==> src/hw/rtl/pd_steer_differential_drive_unit_defines.svh <==
// Assertion macros shared by the steering unit RTL.
// Define NO_ASSERTIONS to compile them out; no other dependencies.
`ifndef PD_STEER_DIFFERENTIAL_DRIVE_UNIT_DEFINES_SVH
`define PD_STEER_DIFFERENTIAL_DRIVE_UNIT_DEFINES_SVH

`ifndef NO_ASSERTIONS
`define PD_ASSERT(label, prop) \
    label: assert property (@(posedge clk) disable iff (!rst_n) prop) \
        else $error("assertion failed");
`define PD_ASSERT_ALWAYS(label, prop) \
    label: assert property (@(posedge clk) prop) \
        else $error("assertion failed");
`else
`define PD_ASSERT(label, prop)
`define PD_ASSERT_ALWAYS(label, prop)
`endif

`endif

==> src/hw/rtl/pdsdd_pkg.sv <==
// Package for the PD steering unit: register indexes, reset values, codes and types.
// No dependencies.
package pdsdd_pkg;

    localparam int PROP_GAIN_W   = 16;
    localparam int DERIV_GAIN_W  = 18;
    localparam int SPEED_LIMIT_W = 8;
    localparam int CFG_DATA_W    = 18;
    localparam int CFG_INDEX_W   = 2;
    localparam int SENSE_W       = 10;
    localparam int DUTY_W        = 8;
    localparam int FRAC_BITS     = 16;
    localparam int DUTY_MAX      = 255;
    localparam int CUTOFF_INIT   = 1000;

    localparam logic [CFG_INDEX_W-1:0] REG_PROP_GAIN   = 2'd0;
    localparam logic [CFG_INDEX_W-1:0] REG_DERIV_GAIN  = 2'd1;
    localparam logic [CFG_INDEX_W-1:0] REG_SPEED_LIMIT = 2'd2;

    localparam logic [PROP_GAIN_W-1:0]   PROP_GAIN_RST   = 16'd6554;
    localparam logic [DERIV_GAIN_W-1:0]  DERIV_GAIN_RST  = 18'd65536;
    localparam logic [SPEED_LIMIT_W-1:0] SPEED_LIMIT_RST = 8'd190;

    localparam logic [1:0] QUAD_TOP_RIGHT = 2'd0;
    localparam logic [1:0] QUAD_TOP_LEFT  = 2'd1;

    typedef enum logic [2:0] {
        S_IDLE,
        S_MULP,
        S_MULD,
        S_TURN,
        S_MULL,
        S_DIVS,
        S_DIVW,
        S_MIX
    } pdsdd_state_t;

    typedef struct packed {
        logic busy;
        logic done;
    } div_stat_t;

endpackage

==> src/hw/rtl/pdsdd_div.sv <==
// Bit-serial signed-by-unsigned divider, quotient truncated toward zero.
// Depends on pdsdd_pkg and the assertion macro header.
`include "pd_steer_differential_drive_unit_defines.svh"

module pdsdd_div import pdsdd_pkg::*; #(
    parameter int NW = 19,
    parameter int DW = 10
) (
    input  logic                 clk,
    input  logic                 rst_n,
    input  logic                 start,
    input  logic signed [NW-1:0] num,
    input  logic        [DW-1:0] den,
    output div_stat_t            stat,
    output logic signed [NW-1:0] quo
);

    localparam int CW = $clog2(NW + 1);

    logic                 busy_reg;
    logic                 fin_reg;
    logic                 done_reg;
    logic        [CW-1:0] cnt_reg;
    logic                 neg_reg;
    logic        [NW-1:0] mag_reg;
    logic        [DW-1:0] rem_reg;
    logic        [DW-1:0] den_reg;
    logic signed [NW-1:0] quo_reg;

    logic [DW:0]   shifted;
    logic [DW+1:0] trial;
    logic          take;

    assign shifted = {rem_reg, mag_reg[NW-1]};
    assign trial   = {1'b0, shifted} - {2'b00, den_reg};
    assign take    = !trial[DW+1];

    always_ff @(posedge clk or negedge rst_n)
    begin
        if (!rst_n)
        begin
            busy_reg <= 1'b0;
            fin_reg  <= 1'b0;
            done_reg <= 1'b0;
            cnt_reg  <= '0;
        end
        else
        begin
            done_reg <= 1'b0;
            if (start)
            begin
                busy_reg <= 1'b1;
                cnt_reg  <= CW'(NW);
            end
            else if (busy_reg)
            begin
                cnt_reg <= cnt_reg - 1'b1;
                if (cnt_reg == CW'(1))
                begin
                    busy_reg <= 1'b0;
                    fin_reg  <= 1'b1;
                end
            end
            else if (fin_reg)
            begin
                fin_reg  <= 1'b0;
                done_reg <= 1'b1;
            end
        end
    end

    always_ff @(posedge clk)
    begin
        if (start)
        begin
            neg_reg <= num[NW-1];
            mag_reg <= num[NW-1] ? (~num + 1'b1) : num;
            rem_reg <= '0;
            den_reg <= den;
        end
        else if (busy_reg)
        begin
            rem_reg <= take ? trial[DW-1:0] : shifted[DW-1:0];
            mag_reg <= {mag_reg[NW-2:0], take};
        end
        else if (fin_reg)
        begin
            quo_reg <= neg_reg ? -$signed(mag_reg) : $signed(mag_reg);
        end
    end

    assign stat.busy = busy_reg | fin_reg;
    assign stat.done = done_reg;
    assign quo       = quo_reg;

    `PD_ASSERT(a_div_start_idle, start |-> !stat.busy)
    `PD_ASSERT(a_div_start_busy, start |=> stat.busy)
    `PD_ASSERT(a_div_done_pulse, stat.done |=> !stat.done)

endmodule

==> src/hw/rtl/pd_steer_differential_drive_unit.sv <==
// PD steering and differential drive mixer, top level.
// Depends on pdsdd_pkg, pdsdd_div and the assertion macro header.
//
//  channel   handshake               payload
//  input     in_valid / in_ready     angle_est, quadrant, sense_* (4)
//  output    out_valid / out_ready   left_duty, left_forward, right_duty, right_forward
//  config    cfg_we                  cfg_index, cfg_data
//
// Each request steps through the states MULP, MULD and TURN to MIX; when a speed division
// is made, MULL, DIVS and DIVW come between, and the bit-serial divider works out one
// quotient bit per cycle. One shared multiplier forms both PD products and the speed numerator.
// Reset clears the gains to their defaults, the history and the sequencer.
// A new request is taken while the previous result waits; the mix step holds
// until the output register is free.
`include "pd_steer_differential_drive_unit_defines.svh"

module pd_steer_differential_drive_unit import pdsdd_pkg::*; #(
    parameter int ANGLE_BITS = 10
) (
    input  logic                          clk,
    input  logic                          rst_n,
    input  logic                          cfg_we,
    input  logic [CFG_INDEX_W-1:0]        cfg_index,
    input  logic [CFG_DATA_W-1:0]         cfg_data,
    input  logic                          in_valid,
    output logic                          in_ready,
    input  logic signed [ANGLE_BITS-1:0]  angle_est,
    input  logic [1:0]                    quadrant,
    input  logic [SENSE_W-1:0]            sense_top_left,
    input  logic [SENSE_W-1:0]            sense_top_right,
    input  logic [SENSE_W-1:0]            sense_bottom_left,
    input  logic [SENSE_W-1:0]            sense_bottom_right,
    output logic                          out_valid,
    input  logic                          out_ready,
    output logic [DUTY_W-1:0]             left_duty,
    output logic                          left_forward,
    output logic [DUTY_W-1:0]             right_duty,
    output logic                          right_forward
);

    localparam int A     = ANGLE_BITS;
    localparam int YW    = A + 2;
    localparam int PW    = DERIV_GAIN_W + 1 + YW;
    localparam int ACCW  = PW + 1;
    localparam int TW    = ACCW - FRAC_BITS;
    localparam int NUMW  = A + 9;
    localparam int MW    = A + 11;
    localparam int TOP_I = (1 << (A - 1)) - 1;
    localparam int CUT_I = (TOP_I < CUTOFF_INIT) ? TOP_I : CUTOFF_INIT;
    localparam logic signed [A-1:0] CUT_START = A'(CUT_I);

    pdsdd_state_t state_reg, state_next;

    logic [PROP_GAIN_W-1:0]   prop_gain_reg;
    logic [DERIV_GAIN_W-1:0]  deriv_gain_reg;
    logic [SPEED_LIMIT_W-1:0] speed_limit_reg;

    logic                started_reg;
    logic signed [A-1:0] prev_reg;
    logic signed [A-1:0] cutoff_reg;

    logic signed [A-1:0]    a_reg;
    logic signed [A:0]      diff_reg;
    logic        [A-1:0]    c_reg;
    logic [1:0]             quad_reg;
    logic                   go_reg;
    logic signed [ACCW-1:0] acc_reg;
    logic signed [TW-1:0]   turn_reg;
    logic signed [NUMW-1:0] num_reg;
    logic signed [MW-1:0]   spd_reg;

    logic                out_valid_reg;
    logic [DUTY_W-1:0]   left_duty_reg;
    logic                left_fwd_reg;
    logic [DUTY_W-1:0]   right_duty_reg;
    logic                right_fwd_reg;

    logic signed [A-1:0]  prev_eff;
    logic signed [A-1:0]  cut_eff;
    logic                 top_quad;
    logic                 cmp_ok;

    logic [DERIV_GAIN_W-1:0] mul_x;
    logic signed [YW-1:0]    mul_y;
    logic signed [PW-1:0]    prod;
    logic signed [YW-1:0]    c_ext;
    logic signed [YW-1:0]    a_ext;
    logic signed [ACCW-1:0]  acc_rnd;

    logic signed [MW-1:0] turn_ext;
    logic signed [MW-1:0] turn_abs;
    logic signed [MW-1:0] room;
    logic signed [MW-1:0] spd_cap;
    logic signed [MW-1:0] left_dem;
    logic signed [MW-1:0] right_dem;
    logic [DUTY_W:0]      left_drv;
    logic [DUTY_W:0]      right_drv;
    logic                 mix_go;

    logic                   div_start;
    div_stat_t              div_stat;
    logic signed [NUMW-1:0] div_quo;

    function automatic logic [DUTY_W:0] drive(input logic signed [MW-1:0] d);
        logic signed [MW-1:0] pos_max;
        logic signed [MW-1:0] neg_d;
        pos_max = $signed(MW'(DUTY_MAX));
        neg_d   = -d;
        if (d > pos_max)
            drive = {1'b1, DUTY_W'(DUTY_MAX)};
        else if (d < -pos_max)
            drive = {1'b0, DUTY_W'(DUTY_MAX)};
        else if (d < 0)
            drive = {1'b0, neg_d[DUTY_W-1:0]};
        else
            drive = {1'b1, d[DUTY_W-1:0]};
    endfunction

    // request capture
    assign prev_eff = started_reg ? prev_reg : angle_est;
    assign cut_eff  = started_reg ? cutoff_reg : CUT_START;
    assign top_quad = quadrant inside {QUAD_TOP_RIGHT, QUAD_TOP_LEFT};
    assign cmp_ok   = (quadrant == QUAD_TOP_RIGHT) ? (sense_top_left > sense_bottom_right)
                                                   : (sense_top_right > sense_bottom_left);

    // shared multiplier
    assign c_ext = $signed({2'b00, c_reg});
    assign a_ext = $signed({{2{a_reg[A-1]}}, a_reg});

    always_comb
    begin
        case (state_reg)
            S_MULP:
            begin
                mul_x = DERIV_GAIN_W'(prop_gain_reg);
                mul_y = a_ext;
            end
            S_MULD:
            begin
                mul_x = deriv_gain_reg;
                mul_y = $signed({diff_reg[A], diff_reg});
            end
            default:
            begin
                mul_x = DERIV_GAIN_W'(speed_limit_reg);
                mul_y = (quad_reg == QUAD_TOP_RIGHT) ? (c_ext - a_ext) : (c_ext + a_ext);
            end
        endcase
    end

    assign prod    = $signed({1'b0, mul_x}) * mul_y;
    assign acc_rnd = acc_reg + (acc_reg[ACCW-1] ? ACCW'((1 << FRAC_BITS) - 1) : ACCW'(0));

    // cap and mix
    assign turn_ext  = MW'(turn_reg);
    assign turn_abs  = turn_reg[TW-1] ? -turn_ext : turn_ext;
    assign room      = $signed(MW'(speed_limit_reg)) - turn_abs;
    assign spd_cap   = (spd_reg > room) ? room : spd_reg;
    assign left_dem  = spd_cap + turn_ext;
    assign right_dem = spd_cap - turn_ext;
    assign left_drv  = drive(left_dem);
    assign right_drv = drive(right_dem);
    assign mix_go    = !out_valid_reg || out_ready;

    always_ff @(posedge clk or negedge rst_n)
    begin
        if (!rst_n)
            state_reg <= S_IDLE;
        else
            state_reg <= state_next;
    end

    always_comb
    begin
        state_next = state_reg;
        in_ready   = 1'b0;
        div_start  = 1'b0;
        case (state_reg)
            S_IDLE:
            begin
                in_ready = 1'b1;
                if (in_valid)
                    state_next = S_MULP;
            end
            S_MULP: state_next = S_MULD;
            S_MULD: state_next = S_TURN;
            S_TURN: state_next = go_reg ? S_MULL : S_MIX;
            S_MULL: state_next = S_DIVS;
            S_DIVS:
            begin
                div_start  = 1'b1;
                state_next = S_DIVW;
            end
            S_DIVW:
            begin
                if (div_stat.done)
                    state_next = S_MIX;
            end
            S_MIX:
            begin
                if (mix_go)
                    state_next = S_IDLE;
            end
            default: state_next = S_IDLE;
        endcase
    end

    // configuration and loop history
    always_ff @(posedge clk or negedge rst_n)
    begin
        if (!rst_n)
        begin
            prop_gain_reg   <= PROP_GAIN_RST;
            deriv_gain_reg  <= DERIV_GAIN_RST;
            speed_limit_reg <= SPEED_LIMIT_RST;
            started_reg     <= 1'b0;
            prev_reg        <= '0;
            cutoff_reg      <= CUT_START;
        end
        else
        begin
            if (cfg_we)
            begin
                case (cfg_index)
                    REG_PROP_GAIN:   prop_gain_reg   <= cfg_data[PROP_GAIN_W-1:0];
                    REG_DERIV_GAIN:  deriv_gain_reg  <= cfg_data[DERIV_GAIN_W-1:0];
                    REG_SPEED_LIMIT: speed_limit_reg <= cfg_data[SPEED_LIMIT_W-1:0];
                    default: ;
                endcase
            end
            if (in_valid && in_ready)
            begin
                started_reg <= 1'b1;
                prev_reg    <= angle_est;
                cutoff_reg  <= (top_quad && !cmp_ok) ? angle_est : cut_eff;
            end
        end
    end

    // datapath
    always_ff @(posedge clk)
    begin
        case (state_reg)
            S_IDLE:
            begin
                if (in_valid)
                begin
                    a_reg    <= angle_est;
                    diff_reg <= $signed({angle_est[A-1], angle_est})
                                - $signed({prev_eff[A-1], prev_eff});
                    c_reg    <= cut_eff[A-1] ? (~cut_eff + 1'b1) : cut_eff;
                    quad_reg <= quadrant;
                    go_reg   <= top_quad && cmp_ok && (cut_eff != '0);
                end
            end
            S_MULP: acc_reg <= ACCW'(prod);
            S_MULD: acc_reg <= acc_reg + ACCW'(prod);
            S_TURN:
            begin
                turn_reg <= acc_rnd[ACCW-1:FRAC_BITS];
                spd_reg  <= '0;
            end
            S_MULL: num_reg <= prod[NUMW-1:0];
            S_DIVW:
            begin
                if (div_stat.done)
                    spd_reg <= MW'(div_quo);
            end
            S_MIX:
            begin
                if (mix_go)
                begin
                    left_fwd_reg   <= left_drv[DUTY_W];
                    left_duty_reg  <= left_drv[DUTY_W-1:0];
                    right_fwd_reg  <= right_drv[DUTY_W];
                    right_duty_reg <= right_drv[DUTY_W-1:0];
                end
            end
            default: ;
        endcase
    end

    // result handshake
    always_ff @(posedge clk or negedge rst_n)
    begin
        if (!rst_n)
            out_valid_reg <= 1'b0;
        else if (state_reg == S_MIX && mix_go)
            out_valid_reg <= 1'b1;
        else if (out_ready)
            out_valid_reg <= 1'b0;
    end

    pdsdd_div #(
        .NW (NUMW),
        .DW (A)
    ) u_div (
        .clk   (clk),
        .rst_n (rst_n),
        .start (div_start),
        .num   (num_reg),
        .den   (c_reg),
        .stat  (div_stat),
        .quo   (div_quo)
    );

    assign out_valid     = out_valid_reg;
    assign left_duty     = left_duty_reg;
    assign left_forward  = left_fwd_reg;
    assign right_duty    = right_duty_reg;
    assign right_forward = right_fwd_reg;

    `PD_ASSERT(a_accept_then_busy, in_valid && in_ready |=> !in_ready)
    `PD_ASSERT(a_result_from_mix, $rose(out_valid) |-> $past(state_reg == S_MIX))
    `PD_ASSERT(a_started_sticks, started_reg |=> started_reg)
    `PD_ASSERT(a_mix_holds, state_reg == S_MIX && out_valid && !out_ready |=> state_reg == S_MIX)

endmodule

==> config.mk <==
export PLATFORM = sky130hd
export DESIGN_NAME = pd_steer_differential_drive_unit
export DESIGN_NICKNAME = d
export VERILOG_FILES = /design/src/hw/rtl/pdsdd_pkg.sv /design/src/hw/rtl/pdsdd_div.sv /design/src/hw/rtl/pd_steer_differential_drive_unit.sv
export VERILOG_INCLUDE_DIRS = /design/src /design/src/hw/rtl
export SDC_FILE = /design/constraint.sdc
export NUM_CORES = 1
export LEC_CHECK = 0
export ABC_AREA = 1
export BUFFER_PORTS_ARGS = -buffer_cell sky130_fd_sc_hd__buf_2
export CAP_MARGIN = 20
export CORE_MARGIN = 2
export CORE_UTILIZATION = 29
export CTS_CLUSTER_DIAMETER = 50
export DETAILED_ROUTE_END_ITERATION = 6
export PLACE_DENSITY = 0.52
export SLEW_MARGIN = 20
export SYNTH_ARGS = -nofsm -noshare
export SYNTH_HDL_FRONTEND = slang
export SYNTH_SLANG_ARGS = --single-unit
==> constraint.sdc <==
create_clock -name clk -period 8.6 [get_ports clk]
set_input_delay 2.15 -clock clk [delete_from_list [all_inputs] [get_ports clk]]
set_output_delay 2.15 -clock clk [all_outputs]
set_load 0.01 [all_outputs]
## Word-level counts from Yosys, hierarchy flattened

Cells that the tools add are included.

| word-level totals | value |
|---|---|
| bits in registers | 274 |
| latch bits | 0 |
| memory bits (writable) | 0 |
| bits in read-only memories | 0 |
| input bits | 77 |
| output and inout bits | 20 |
| word-level logic and storage cells | 148 |
| memories kept | 0 |

| cells by class | value |
|---|---|
| add/sub/neg operators | 16 |
| multiply operators | 1 |
| divide/modulo/power cells | 0 |
| $lt $le $gt $ge | 9 |
| eq/ne operators | 15 |
| shift operators | 0 |
| muxes and demuxes | 42 |
| bitwise operators | 4 |
| reductions and logical operators | 30 |

Operators with widths:

| cell | number |
|---|---|
| $mux 19 | 4 |
| $pmux 32 s2 | 1 |
| $mux 21 | 3 |
| $mux 9 | 5 |
| $gt 21x9->1 const B | 2 |
| $lt 21x1->1 const B | 2 |
| $lt 21x9->1 const B | 2 |
| $pmux 21 s2 | 1 |
| $mux 10 | 4 |
| $pmux 18 s2 | 1 |
| $add 32x17->32 | 1 |
| $add 32x31->32 | 1 |
| $mul 19x12->31 | 1 |
| $pmux 12 s2 | 1 |
| $pmux 3 s8 | 1 |
| $sub 11x10->12 | 2 |
| $add 21x16->21 | 1 |
| $gt 21x21->1 | 1 |
| $neg 16->21 | 1 |
| $sub 21x16->21 | 1 |
| $sub 9x21->21 | 1 |
| $gt 10x10->1 | 2 |
| $add 19x1->19 const B | 1 |
| $neg 19->19 | 1 |
| 32 further kinds | 76 |

## Depth between registers and ports, before layout

| logic depth | value |
|---|---|
| depth after elaboration | 9 |
| gate-level depth with buffers | 55 |
| gate-level depth less buffers | 54 |

## By module

Synthesis repeated with hierarchy kept, for this count alone.

| unflattened totals | value |
|---|---|
| cell total of the unflattened synthesis | 3,678 |
| area, all modules | 28,233.3 um^2 |

Modules (own cells, without submodules):

| module | instances | cells an instance | area each (um^2) | sequential area each (um^2) |
|---|---|---|---|---|
| pd_steer_differential_drive_unit | 1 | 3,188 | 24,220.7 | 5,849.4 |
| pdsdd_div | 1 | 490 | 4,012.6 | 1,871.8 |

## Worst setup path before layout

No wires, ideal clock.

| timing path | value |
|---|---|
| kind | register to register |
| start | register a_reg[2] |
| end | register acc_reg[30] (data pin) |
| library setup time | 0.269 ns |
| data arrival time | 8.204 ns |
| required time | 8.331 ns |
| slack | 0.127 ns |
| stages on the path, launching flop included | 46 |
| path buffers | 1 |
| clock period less this slack | 8.473 ns |
| path through | edfxtp_1 nor4_1 nand2_1 nand2_1 xor2_1 inv_1 ha_1 a21oi_1 o21ai_0 a21oi_1 nor2_1 o21ai_0 nand2_1 xor2_1 nand2_1 nand2_1 inv_1 buf_2 [10 not listed] a21o_1 a21oi_1 o21ai_0 a21boi_0 o21ai_0 a21oi_1 xnor2_1 ha_1 nand2_1 nor2_1 inv_1 nor2_1 inv_1 o211ai_1 a21oi_1 xnor2_1 nand2_1 o21ai_0 |

| on the way | value |
|---|---|
| longest elaborated chain between the ends | 6 |
| elaborated cells between the ends (all ways) | 7 |
| classes of those cells | add/sub: 3; mul: 1; mux: 3 |

Ends and longest elaborated chain:

| element | line | source |
|---|---|---|
| start, declared | pd_steer_differential_drive_unit.sv:62 | `logic signed [A-1:0] a_reg;` |
| start signal, assigned | pd_steer_differential_drive_unit.sv:248 | `a_reg <= angle_est;` |
| $add 11x10->12 or $sub 11x10->12 (tied branches) | pd_steer_differential_drive_unit.sv:146 | `mul_y = (quad_reg == QUAD_TOP_RIGHT) ? (c_ext - a_ext) : (c_ext + a_ext);` |
| $mux 12 | pd_steer_differential_drive_unit.sv:146 |  |
| $pmux 12 s2 * | pd_steer_differential_drive_unit.sv:132 | `case (state_reg)` |
| $mul 19x12->31 * | pd_steer_differential_drive_unit.sv:151 | `assign prod = $signed({1'b0, mul_x}) * mul_y;` |
| $add 32x31->32 | pd_steer_differential_drive_unit.sv:257 | `S_MULD: acc_reg <= acc_reg + ACCW'(prod);` |
| $pmux 32 s2 * | pd_steer_differential_drive_unit.sv:243 | `case (state_reg)` |
| end signal, assigned | pd_steer_differential_drive_unit.sv:256 | `S_MULP: acc_reg <= ACCW'(prod);` |
| end signal, assigned | pd_steer_differential_drive_unit.sv:257 |  |
| end, declared | pd_steer_differential_drive_unit.sv:67 | `logic signed [ACCW-1:0] acc_reg;` |

Mark *: on every way between the ends. The rest lies on a longest branch, timed or not.
A chain may end at the register's enable or synchronous reset.

## Worst setup path in the final report

| timing path | value |
|---|---|
| start | register a_reg[3] |
| end | register acc_reg[31] (data pin) |

The elaborated chain is that of the path after synthesis.

==> metrics.md <==
| Metric | Value |
|---|---|
| Critical Path Start | a_reg[3]$_DFFE_PP_ |
| Pre-CTS setup slack | -435 ps |
| Max FFs per register | 32 |
| Initial detailed-routing violation count | ~1,200 |
| TritonCTS clock tree | yes |
| Hold slack | about 470 ps |
| CP endpoint kind | register |
| Sequential share of the synthesized area | 27.8% |
| # nets final | around 4,500 |
| # DRC | 0 |
| Row cnt | 113 |
| Synth warnings | 0 |
| Drt via density | roughly 4.6 |
| CP peak stage delay | ~560 ps |
| FMAX | between 100 and 150 MHz |
| Setup WS post-layout | -79.4 ps |
| Hold Path End | cutoff_reg[0]$_DFFE_PN1P_ |
| Fraction of layout cells with a size suffix above 1 | roughly 19% |
| Slack of the worst reg-to-reg path | -80 ps |
| I/O Buffers | 96 |
| Flops & latches, synth | 272 |
| Synth unique cells | about 60 |
| Reg2reg end | acc_reg[31]$_DFFE_PN_ |
| Fin Setup TNS | -79.4 ps |
| Critical path data required time | approximately 9000 ps |
| Synth-to-Final Area Change | 25.0% |
| First-pass GRT wire length | approximately 120 mm |
| Commonest non-fill, non-tap cell in the layout | nand2_1 |
| Cells on worst reg2reg path | 49 |
| Largest net degree at the start of global routing | between 70 and 80 |
| Syn Area/Cell | around 7.7 um2 |
| Kind of critical path | reg2reg |
| Finish-stage setup viols | 1 |
| Clock root buffer master | clkbuf_16 |
| Fin crit share | 101% |
| Antenna violations before repair | 0 |
| Worst-skew pair later-pin latency | a little over 600 ps |
| Via count of the first global-routing pass | 23,600 |
| Antenna cells | 0 |
| Full die area | about 98,000 um2 |
| Io pins | between 90 and 100 |
| Final-report hold violation count | 0 |
| Total overflow reported by the global router | 0 |
| Detail Route Antenna Nets | 0 |
| RR Startpoint | a_reg[3]$_DFFE_PP_ |
| Hold path startpoint | cutoff_reg[0]$_DFFE_PN1P_ |
| CP delay by family, top | adder cells |
| Max Clock Skew | slightly above 50 ps |
| Core ar. | approximately 95,000 um2 |
| Synthesized cell area | around 28,000 um2 |
| Worst-Margin Slew | about 990 ps |
| Failing checks | setup timing |
| Die width | 313 um |
| Worst-path maximum fanout | 5 |
| DP HPWL | between 60 and 70 mm |
| Buf/Inv on CP | 11 |
| Tmin final | approximately 8700 ps |
| Slew Limit Fails | 0 |
| Initial core utilization | between 20% and 30% |
| Hold depth | 2 |
| Sink Count | around 270 |
| Via count | between 20,000 and 25,000 |
| TritonRoute pass-1 iters | 5 |
| Syn_nets | between 4,000 and 5,000 |
| GPL Wtd Cong | 0.899 |
| Async set-or-reset flop fraction in the synthesized netlist | between 20 and 30% |
| Crit path DAT | between 9000 and 10,000 ps |
| Most frequent cells in the layout | 802 x nand2_1, 599 x inv_1, 310 x nor2_1 |
| Max H-tree Level | 2 |
| Worst min path class | reg2reg |
| Routed len/inst | 14.8 um |
| Slew headroom | between 30% and 40% |
| Mapped Cells | between 3,000 and 4,000 |
| Routed WL | slightly below 80 mm |
| All-Layer GR Usage | between 10% and 20% |
| Num CTS Buffers | 44 |
| Max Cap Viol | 0 |
| WP depth | 49 |
| Worst setup SP type | register |
| Clk buf depth | 3 |
| Chip height | 313 um |
| RSZ-0062 raised after global routing | yes |
| Outcome | complete, but fails checks |
| Post-synth EDFFs | between 150 and 200 |
| Clk slew on worst S/H paths | roughly 60 ps |
| Ys flop type | edfxtp_1 |
| Cts hold-fix bufs | 0 |
| Slowest CP cell | fa_1 |
-- synthesized netlist by cell type (all sizes together), types with 9 or more instances --
cell | count | area (um2)
o211ai | 15 | 113
edfxtp | 187 | 5620
xor2 | 105 | 920
xnor2 | 53 | 464
nand4 | 31 | 194
o21ai | 241 | 1210
o22ai | 10 | 93.8
a22o | 9 | 78.8
nand2 | 854 | 3290
nor3 | 49 | 262
buf | 29 | 146
nand3 | 166 | 911
nor2 | 346 | 1370
inv | 643 | 2410
nor4 | 14 | 87.6
a21o | 17 | 128
fa | 168 | 3360
dfstp | 23 | 604
dfrtp | 52 | 1300
ha | 267 | 3340
a31oi | 15 | 100
dfxtp | 10 | 200
o21bai | 11 | 82.6
clkbuf | 40 | 151
a21oi | 186 | 946
-- per-stage QoR --
stage | cell area (um2) | util, % | std cells
2_1_floorplan | 27700 | - | 3588
3_3_place_gp | 31400 | 33.1 | 5120
5_1_grt | 34700 | 36.6 | 5246
4_1_cts | 33200 | 35.0 | 5212
3_5_place_dp | 31400 | 33.1 | 5120
6_report | 34700 | 36.6 | 5246
-- layer usage --
layer / up-vias / part of all wire, % / wire length [um] / GRT usage, %
met1: 11200 / 47 / 36100 / 20.6
met5: - / 0 / 0 / 0
met4: 0 / 2.3 / 1770 / 3.63
met3: 101 / 4.0 / 3110 / 2.18
met2: 411 / 47 / 36400 / 26.4
li1: 12200 / - / - / -
-- kinds of logic (layout without fill, tap and decap cells) --
kind of cell	after synthesis	count (layout)	share of synthesized area, %
flip-flops	272	272	27.8
XOR/XNOR	158	158	4.99
buffers and inverters	716	1109	9.83
AO/OA/AOI/OAI	527	527	10.6
AND/OR/NAND/NOR	1478	1478	22.5
multiplexers	2	2	0.0812
adder cells (fa/ha/maj)	435	435	24.2
-- timing repair --
item	in CTS	in global routing
endpoints found under the setup margin	17	26
gates cloned	0	2
resized for setup	57	273
pin swaps	33	116
setup buffers	10	32
-- tightest hold or removal path, delay by kind of cell (launching register included) --
family           cells  cell delay [ps]
and+or+nand+nor      2              100
DFF                  1              370
-- worst max path at each step --
stage / end
after global placement: acc_reg[31]$_DFFE_PN_
after global routing: acc_reg[31]$_DFFE_PN_
after CTS: acc_reg[30]$_DFFE_PN_
after floorplan: acc_reg[30]$_DFFE_PN_
final: acc_reg[31]$_DFFE_PN_
after detailed placement: acc_reg[31]$_DFFE_PN_
-- final cells by class --
class	instances	area, um2
fill	9816	60200
multi-input combinational	2600	18600
sequential	272	7720
timing repair buffer	380	2760
inverter	647	2430
tap	1265	1580
clock buffer	48	1140
clock inverter	34	442
Power is not shown: default switching activity piles up to over one toggle a cycle in this logic, so the estimate is an artifact.
